**src/design/anf_pkg.sv**
```systemverilog
// Package for the advertising-report local-name filter.
// Holds the AD type codes, parser phase encoding, register indexes and defaults.
// No dependencies.
package anf_pkg;

   // Default size of the name buffer; at most NAME_BUF-1 name bytes are kept
   localparam int NAME_BUF_DEFAULT = 16;

   // AD structure types that carry a local name
   localparam logic [7:0] AD_TYPE_SHORT_NAME    = 8'h08;
   localparam logic [7:0] AD_TYPE_COMPLETE_NAME = 8'h09;

   // Configuration register indexes
   localparam int CSR_INDEX_W = 2;
   localparam logic [CSR_INDEX_W-1:0] CSR_TARGET_LOW  = 2'd0;
   localparam logic [CSR_INDEX_W-1:0] CSR_TARGET_HIGH = 2'd1;
   localparam logic [CSR_INDEX_W-1:0] CSR_TARGET_LEN  = 2'd2;

   localparam int CSR_DATA_W   = 64;
   localparam int TARGET_LOW_W  = 64;
   localparam int TARGET_HIGH_W = 56;
   localparam int TARGET_LEN_W  = 4;
   localparam int NAME_LEN_W    = 4;
   localparam int ADDR_W        = 48;

   // Parser phase, one-hot
   typedef enum logic [4:0] {
      PH_LEN  = 5'b00001,
      PH_TYPE = 5'b00010,
      PH_SKIP = 5'b00100,
      PH_NAME = 5'b01000,
      PH_DONE = 5'b10000
   } phase_type;

endpackage

```
**src/design/adv_name_filter_core.sv**
```systemverilog
// Local-name filter for advertising reports: walks the AD structures byte by byte.
// Depends on anf_pkg (type codes, phase encoding, register indexes).
//
//   channel   direction  handshake            payload
//   req_      in         req_valid/req_stall  data_byte, last_byte, peer_addr
//   rsp_      out        rsp_valid/rsp_stall  name_found, name_matches, name_length, found_addr
//   csr_      in         csr_wr_en            csr_index, csr_wr_data
//
// One report byte is taken per cycle when not stalled; parser state updates in the same cycle.
// The final byte of a report loads the result register; the result outputs come from that register.
// A held result blocks only another final byte; ordinary bytes keep flowing.
// Synchronous active-high reset clears the parser, the targets and the result valid.
module adv_name_filter_core #(
   parameter int NAME_BUF = anf_pkg::NAME_BUF_DEFAULT
) (
   input  logic                               clock,
   input  logic                               reset,
   // request channel
   input  logic                               req_valid,
   output logic                               req_stall,
   input  logic [7:0]                         req_data_byte,
   input  logic                               req_last_byte,
   input  logic [anf_pkg::ADDR_W-1:0]         req_peer_addr,
   // result channel
   output logic                               rsp_valid,
   input  logic                               rsp_stall,
   output logic                               rsp_name_found,
   output logic                               rsp_name_matches,
   output logic [anf_pkg::NAME_LEN_W-1:0]     rsp_name_length,
   output logic [anf_pkg::ADDR_W-1:0]         rsp_found_addr,
   // configuration
   input  logic                               csr_wr_en,
   input  logic [anf_pkg::CSR_INDEX_W-1:0]    csr_index,
   input  logic [anf_pkg::CSR_DATA_W-1:0]     csr_wr_data
);

   localparam int KW = (NAME_BUF > 2) ? $clog2(NAME_BUF) : 1;
   localparam int LW = (KW > anf_pkg::NAME_LEN_W) ? KW : anf_pkg::NAME_LEN_W;
   localparam logic [KW-1:0] KEPT_MAX = KW'(NAME_BUF - 1);

   // configuration registers
   logic [anf_pkg::TARGET_LOW_W-1:0]  target_low_ff;
   logic [anf_pkg::TARGET_HIGH_W-1:0] target_high_ff;
   logic [anf_pkg::TARGET_LEN_W-1:0]  target_len_ff;

   // parser state
   anf_pkg::phase_type phase_ff, phase_in;
   logic [7:0]         bytes_left_ff, bytes_left_in;
   logic [KW-1:0]      kept_count_ff, kept_count_in;
   logic               compare_ok_ff, compare_ok_in;
   logic               found_flag_ff, found_flag_in;

   // result register
   logic                           rsp_valid_ff, rsp_valid_in;
   logic                           found_ff;
   logic                           matches_ff;
   logic [anf_pkg::NAME_LEN_W-1:0] length_ff;
   logic [anf_pkg::ADDR_W-1:0]     addr_ff;

   logic           req_take;
   logic           take_last;
   logic           take_body;
   logic [LW-1:0]  kept_ext;
   logic [LW-1:0]  tlen_ext;
   logic [127:0]   target_all;
   logic [7:0]     target_byte;
   logic           name_match;

   // only a final byte needs the result register
   assign req_stall = rsp_valid_ff & rsp_stall & req_last_byte;
   assign req_take  = req_valid & ~req_stall;
   assign take_last = req_take & req_last_byte;
   assign take_body = req_take & ~req_last_byte;

   assign kept_ext    = LW'(kept_count_ff);
   assign tlen_ext    = LW'(target_len_ff);
   assign target_all  = {8'h00, target_high_ff, target_low_ff};
   assign target_byte = target_all[kept_ext[3:0]*8 +: 8];
   assign name_match  = found_flag_ff & compare_ok_ff & (kept_ext >= tlen_ext);

   // configuration writes
   always_ff @(posedge clock) begin
      if (reset) begin
         target_low_ff  <= '0;
         target_high_ff <= '0;
         target_len_ff  <= '0;
      end else if (csr_wr_en) begin
         case (csr_index)
            anf_pkg::CSR_TARGET_LOW:  target_low_ff  <= csr_wr_data[anf_pkg::TARGET_LOW_W-1:0];
            anf_pkg::CSR_TARGET_HIGH: target_high_ff <= csr_wr_data[anf_pkg::TARGET_HIGH_W-1:0];
            anf_pkg::CSR_TARGET_LEN:  target_len_ff  <= csr_wr_data[anf_pkg::TARGET_LEN_W-1:0];
            default: ;
         endcase
      end
   end

   // parser next state for one report byte
   always_comb begin
      logic [7:0] left_dec;
      left_dec      = bytes_left_ff - 8'd1;
      phase_in      = phase_ff;
      bytes_left_in = bytes_left_ff;
      kept_count_in = kept_count_ff;
      compare_ok_in = compare_ok_ff;
      found_flag_in = found_flag_ff;
      if (take_last) begin
         phase_in      = anf_pkg::PH_LEN;
         bytes_left_in = '0;
         kept_count_in = '0;
         compare_ok_in = 1'b1;
         found_flag_in = 1'b0;
      end else if (take_body) begin
         case (phase_ff)
            anf_pkg::PH_LEN: begin
               if (req_data_byte == 8'd0) begin
                  phase_in = anf_pkg::PH_DONE;
               end else begin
                  bytes_left_in = req_data_byte;
                  phase_in      = anf_pkg::PH_TYPE;
               end
            end
            anf_pkg::PH_TYPE: begin
               bytes_left_in = left_dec;
               if (req_data_byte == anf_pkg::AD_TYPE_SHORT_NAME ||
                   req_data_byte == anf_pkg::AD_TYPE_COMPLETE_NAME) begin
                  found_flag_in = 1'b1;
                  kept_count_in = '0;
                  compare_ok_in = 1'b1;
                  phase_in = (left_dec != 8'd0) ? anf_pkg::PH_NAME : anf_pkg::PH_DONE;
               end else begin
                  phase_in = (left_dec != 8'd0) ? anf_pkg::PH_SKIP : anf_pkg::PH_LEN;
               end
            end
            anf_pkg::PH_SKIP: begin
               bytes_left_in = left_dec;
               if (left_dec == 8'd0) phase_in = anf_pkg::PH_LEN;
            end
            anf_pkg::PH_NAME: begin
               // keep and compare while the buffer has room
               if (kept_count_ff < KEPT_MAX) begin
                  if (kept_ext < tlen_ext && req_data_byte != target_byte)
                     compare_ok_in = 1'b0;
                  kept_count_in = kept_count_ff + KW'(1);
               end
               bytes_left_in = left_dec;
               if (left_dec == 8'd0) phase_in = anf_pkg::PH_DONE;
            end
            default: ;
         endcase
      end
   end

   // parser registers
   always_ff @(posedge clock) begin
      if (reset) begin
         phase_ff      <= anf_pkg::PH_LEN;
         bytes_left_ff <= '0;
         kept_count_ff <= '0;
         compare_ok_ff <= 1'b1;
         found_flag_ff <= 1'b0;
      end else begin
         phase_ff      <= phase_in;
         bytes_left_ff <= bytes_left_in;
         kept_count_ff <= kept_count_in;
         compare_ok_ff <= compare_ok_in;
         found_flag_ff <= found_flag_in;
      end
   end

   // result register: loaded by the final byte, held while stalled
   assign rsp_valid_in = take_last | (rsp_valid_ff & rsp_stall);

   always_ff @(posedge clock) begin
      if (reset) begin
         rsp_valid_ff <= 1'b0;
      end else begin
         rsp_valid_ff <= rsp_valid_in;
      end
   end

   always_ff @(posedge clock) begin
      if (take_last) begin
         found_ff   <= found_flag_ff;
         matches_ff <= name_match;
         length_ff  <= found_flag_ff ? kept_ext[anf_pkg::NAME_LEN_W-1:0] : '0;
         addr_ff    <= name_match ? req_peer_addr : '0;
      end
   end

   assign rsp_valid        = rsp_valid_ff;
   assign rsp_name_found   = found_ff;
   assign rsp_name_matches = matches_ff;
   assign rsp_name_length  = length_ff;
   assign rsp_found_addr   = addr_ff;

   // checks
   a_last_gives_result: assert property (@(posedge clock) disable iff (reset)
      take_last |=> rsp_valid_ff)
      else $error("final byte did not produce a result");

   a_kept_bounded: assert property (@(posedge clock) disable iff (reset)
      kept_count_ff <= KEPT_MAX)
      else $error("kept name count beyond buffer");

   a_name_needs_found: assert property (@(posedge clock) disable iff (reset)
      (phase_ff == anf_pkg::PH_NAME) |-> (found_flag_ff && bytes_left_ff != 8'd0))
      else $error("name phase without a found name structure");

   a_no_name_clean: assert property (@(posedge clock) disable iff (reset)
      (rsp_valid_ff && !found_ff) |-> (!matches_ff && length_ff == '0))
      else $error("result without name carries length or match");

   a_addr_only_on_match: assert property (@(posedge clock) disable iff (reset)
      (rsp_valid_ff && !matches_ff) |-> (addr_ff == '0))
      else $error("address reported without a match");

endmodule
```
**config.mk**
```make
export PLATFORM = sky130hd
export DESIGN_NAME = adv_name_filter_core
export DESIGN_NICKNAME = d
export VERILOG_FILES = /design/src/design/anf_pkg.sv /design/src/design/adv_name_filter_core.sv
export SDC_FILE = /design/constraint.sdc
export NUM_CORES = 1
export LEC_CHECK = 0
export BUFFER_PORTS_ARGS = -buffer_cell sky130_fd_sc_hd__buf_2
export CORE_MARGIN = 1.5
export CORE_UTILIZATION = 49
export CTS_CLUSTER_DIAMETER = 30
export CTS_CLUSTER_SIZE = 20
export DETAILED_ROUTE_END_ITERATION = 8
export GPL_ROUTABILITY_DRIVEN = 1
export GPL_TIMING_DRIVEN = 1
export PLACE_DENSITY = 0.79
export SLEW_MARGIN = 15
export SYNTH_ARGS = -nofsm -noshare
export SYNTH_HDL_FRONTEND = slang
export SYNTH_SLANG_ARGS = --single-unit
```
**constraint.sdc**
```tcl
create_clock -name clock -period 3.7 [get_ports clock]
set_input_delay 0.185 -clock clock [delete_from_list [all_inputs] [get_ports clock]]
set_output_delay 0.185 -clock clock [all_outputs]
set_load 0.005 [all_outputs]
```
==> summary.txt <==
Route
  – Max layer used: met4
  – Routed wl met2: 11600 um
  – Drt first pass iters: 5
  – Routed wire length: between 20000 and 25000 um
  – WL/cell: around 17 um
  – Post-detailed-route count of antenna-violating nets: 0
  – Routed wl met3: 1580 um
  – Via count: ~7.5k
  – Met1 WL: roughly 9500 um
  – Vias per Instance: between 5 and 6
  – DRC Markers: 0
  – 1st-iter DRT viols: a little under 600

Clocking
  – Root buffer cell: clkbuf_16
  – Max clock buf depth: 2
  – TritonCTS clock tree: yes
  – Clk_lat worst skew: ~0.43 ns
  – Num CTS Buffers: 17
  – Hold_buf cts: 37
  – Setup Buffers After CTS: 0
  – Post-CTS resize count: 0
  – # H-tree levels: 4
  – Sink Count: roughly 200
  – Clock Pin Slew Worst Setup and Hold Paths: 0.07 ns

STA
  – Slew HR: between 20% and 30%
  – Unrepaired setup endpoints after global routing: false
  – Final setup fails: 0
  – Hold Worst Slack: about 0.014 ns
  – Setup_tns: 0 ns
  – Skew final: around 0.0073 ns
  – Least-Margin Pin Slew: ~1.2 ns
  – Fmax: 0.376 GHz
  – Fin worst setup slack: approximately 1.0 ns
  – Slew Viols, Final: 0
  – Tmin final: about 2.7 ns
  – Final Hold Viols: 0
  – Period utilization: between 70% and 80%

Logic synthesis
  – Simple-gate portion of the synthesized area: between 20% and 30%
  – Instance count of the mapped netlist: roughly 940
  – Yosys reg bits: between 150 and 200
  – Most common flop cell mapped by yosys: dfxtp_1
  – Compound-Gate Fraction of Synth Area: around 12%
  – Adder-Cell Fraction of Synth Area: under 10%
  – Largest cells by area after synthesis: dfxtp_1 33%, edfxtp_1 19%, nand2_1 12%
  – Yosys top cell by area: dfxtp_1
  – Area share of the largest cell type after synthesis: approximately 33%
  – Cell with the most instances after synthesis: nand2_1
  – Largest family of logic cells by synthesized area: simple AND/OR/NAND/NOR gates
  – Post-synth EDFFs: 54
  – Syn_area_per_cell: a little over 9 um2
  – Post-synthesis async set-or-reset flop share: 0%
  – Synth Area in XOR/XNOR: 2.01%
  – Mux cell area share after synthesis: 8.73%
  – Sequential area share after synthesis: a little over 50%
  – Syn. warnings: 0
  – Synth top cells by count: 269 x nand2_1, 144 x dfxtp_1, 141 x a21oi_1
  – Syn nets: approximately 1.1k
  – Mapped Area: ~8700 um2
  – Synth cell types: 60

Place
  – HPWL Detailed: about 16000 um
  – Port bufs: roughly 180
  – DP Area: between 9000 and 10000 um2
  – Cells after DPL: 1300
  – Post-place setup slack: roughly 1.0 ns
  – Routability cong.: ~0.88

Hold path
  – Hold worst-path end: target_low_ff[40]
  – Startpoint of the worst hold path: csr_wr_data[40]
  – Hold crit path type: input port to flip-flop
  – WHS Path Cells: 3

Global route
  – Largest net degree at the start of global routing: between 70 and 80
  – First-pass GRT wire length: between 30000 and 40000 um
  – Initial antenna violation count: 0
  – Vias in the first global route: 7110
  – Global route overflow: 0
  – Tot GR Track Use: approximately a quarter

Critical path
  – CP peak stage delay: approximately 0.76 ns
  – Crit. End Element: flip-flop
  – R2R cell count: 8
  – CP Class: flip-flop to flip-flop
  – Worst r2r src: kept_count_ff[1]
  – Delay-heaviest family, CP: flip-flops
  – Worst Path Max Fanout: 24
  – Worst path required time: between 4 and 5 ns
  – CP cell instances: buf_4 > mux2_2 > o22ai_1 > a211oi_1 > xor2_1 > or4_1 > o41ai_1 > a31o_1
  – FF-to-FF End: compare_ok_ff
  – Worst Setup Start Kind: flip-flop
  – Buf+Inv Stages, Crit Path: 1
  – R2R setup slack: around 1.0 ns
  – Arrival @ worst endpoint: 3.04 ns
  – Critical path depth in cells: 8
  – Slowest CP cell: dfxtp_2

Finish
  – Nets: ~1.3k
  – Finished Cell Area: roughly 11000 um2
  – Antenna cells: 0
  – Share of post-route cells with drive strength above 1: approximately 23%
  – Finished Layout Cells: about 1.4k
  – Area delta synth->final: 23.0%
  – Core Util, Final: between 60% and 70%
  – # fillers: 1475

Floorplan
  – Core Region: between 15000 and 20000 um2
  – Io pins: ~180
  – Num rows: between 40 and 50
  – Total Die Area: between 15000 and 20000 um2
  – Die Ht: 136 um
  – Initial Utilization: about half
  – Die X: approximately 140 um

Power
  – P_leak: roughly 4.1 nW
  – Final Power: 4.61 mW
  – Pwr dens: approximately 430 nW/um2
  – VDD IR max: 0.325 mV

Run status
  – Outcome: complete, no violations

Flow run
  – Max Cap Viol: 0
worst reg2reg max path, stage by stage (launching register included):
cell      delay [ns]
dfxtp_2         0.76
buf_4           0.44
mux2_2          0.39
o22ai_1         0.16
a211oi_1        0.09
xor2_1          0.15
or4_1           0.39
o41ai_1         0.07
a31o_1          0.18
kinds of logic after synthesis:
logic type	Yosys count
compound gates	189
mux	53
xor+xnor	20
fa+ha+maj	7
flops	198
simple gates	403
buf+inv	74
worst max path at each step:
stage	to	from	slack (ns)
2_1_floorplan	kept_count_ff[0]	rsp_valid	0.89
3_3_place_gp	compare_ok_ff	kept_count_ff[1]	1.09
3_5_place_dp	compare_ok_ff	kept_count_ff[1]	1.04
4_1_cts	compare_ok_ff	kept_count_ff[1]	1.05
5_1_grt	phase_ff[4]	bytes_left_ff[1]	0.77
6_report	compare_ok_ff	kept_count_ff[1]	1.04
metal layers:
layer | vias to the layer above | track usage [%]
met5 | - | 0
met4 | 0 | 11.0
met3 | 48 | 4.36
met2 | 315 | 44.6
met1 | 3518 | 31.7
li1 | 3602 | -
flip-flops by register name, summed over array words and instances, names as in the netlist:
signal and flops:
rsp_name_found 1, found_flag_ff 1, phase_ff 5, rsp_name_length 4
bytes_left_ff 8, rsp_found_addr 48, target_high_ff 56, kept_count_ff 4
target_len_ff 4, rsp_name_matches 1, target_low_ff 64, rsp_valid 1
compare_ok_ff 1
layout by cell type, fill, tap and decap left out, drive strengths merged, types with 7 or more instances in the layout:
cell type    Yosys  final
nor2            26     26
dfxtp          144    144
edfxtp          54     54
mux2             7      7
and2            53     53
clkbuf          40     19
a211oi           7      7
nand2b           9      9
mux2i           29     29
o21ai           15     15
xor2             8      8
a21oi          141    141
dlygate4sd3      0     37
mux4            17     17
nor3             7      7
ha               7      7
nand2          269    269
buf             24    195
nand3            7      7
inv              9     15
xnor2           12     12
area by class of cell:
type,count,area (um2),area share [%]
sequential,198,4510,42.1
multi-input combinational,672,3900,36.5
timing repair buffer,232,1380,12.9
clock buffer,19,453,4.23
tap,225,282,2.63
clock inverter,13,143,1.33
inverter,10,37.5,0.351
where the power goes:
| group | internal, mW | leakage [nW] | switching (mW) | total (mW) |
|---|---|---|---|---|
| clock network | 1.04 | 0.295 | 0.842 | 1.88 |
| registers | 2.29 | 1.68 | 0.0419 | 2.33 |
| logic | 0.172 | 2.17 | 0.216 | 0.388 |
No activity file was read; power rests on OpenSTA's default activity.
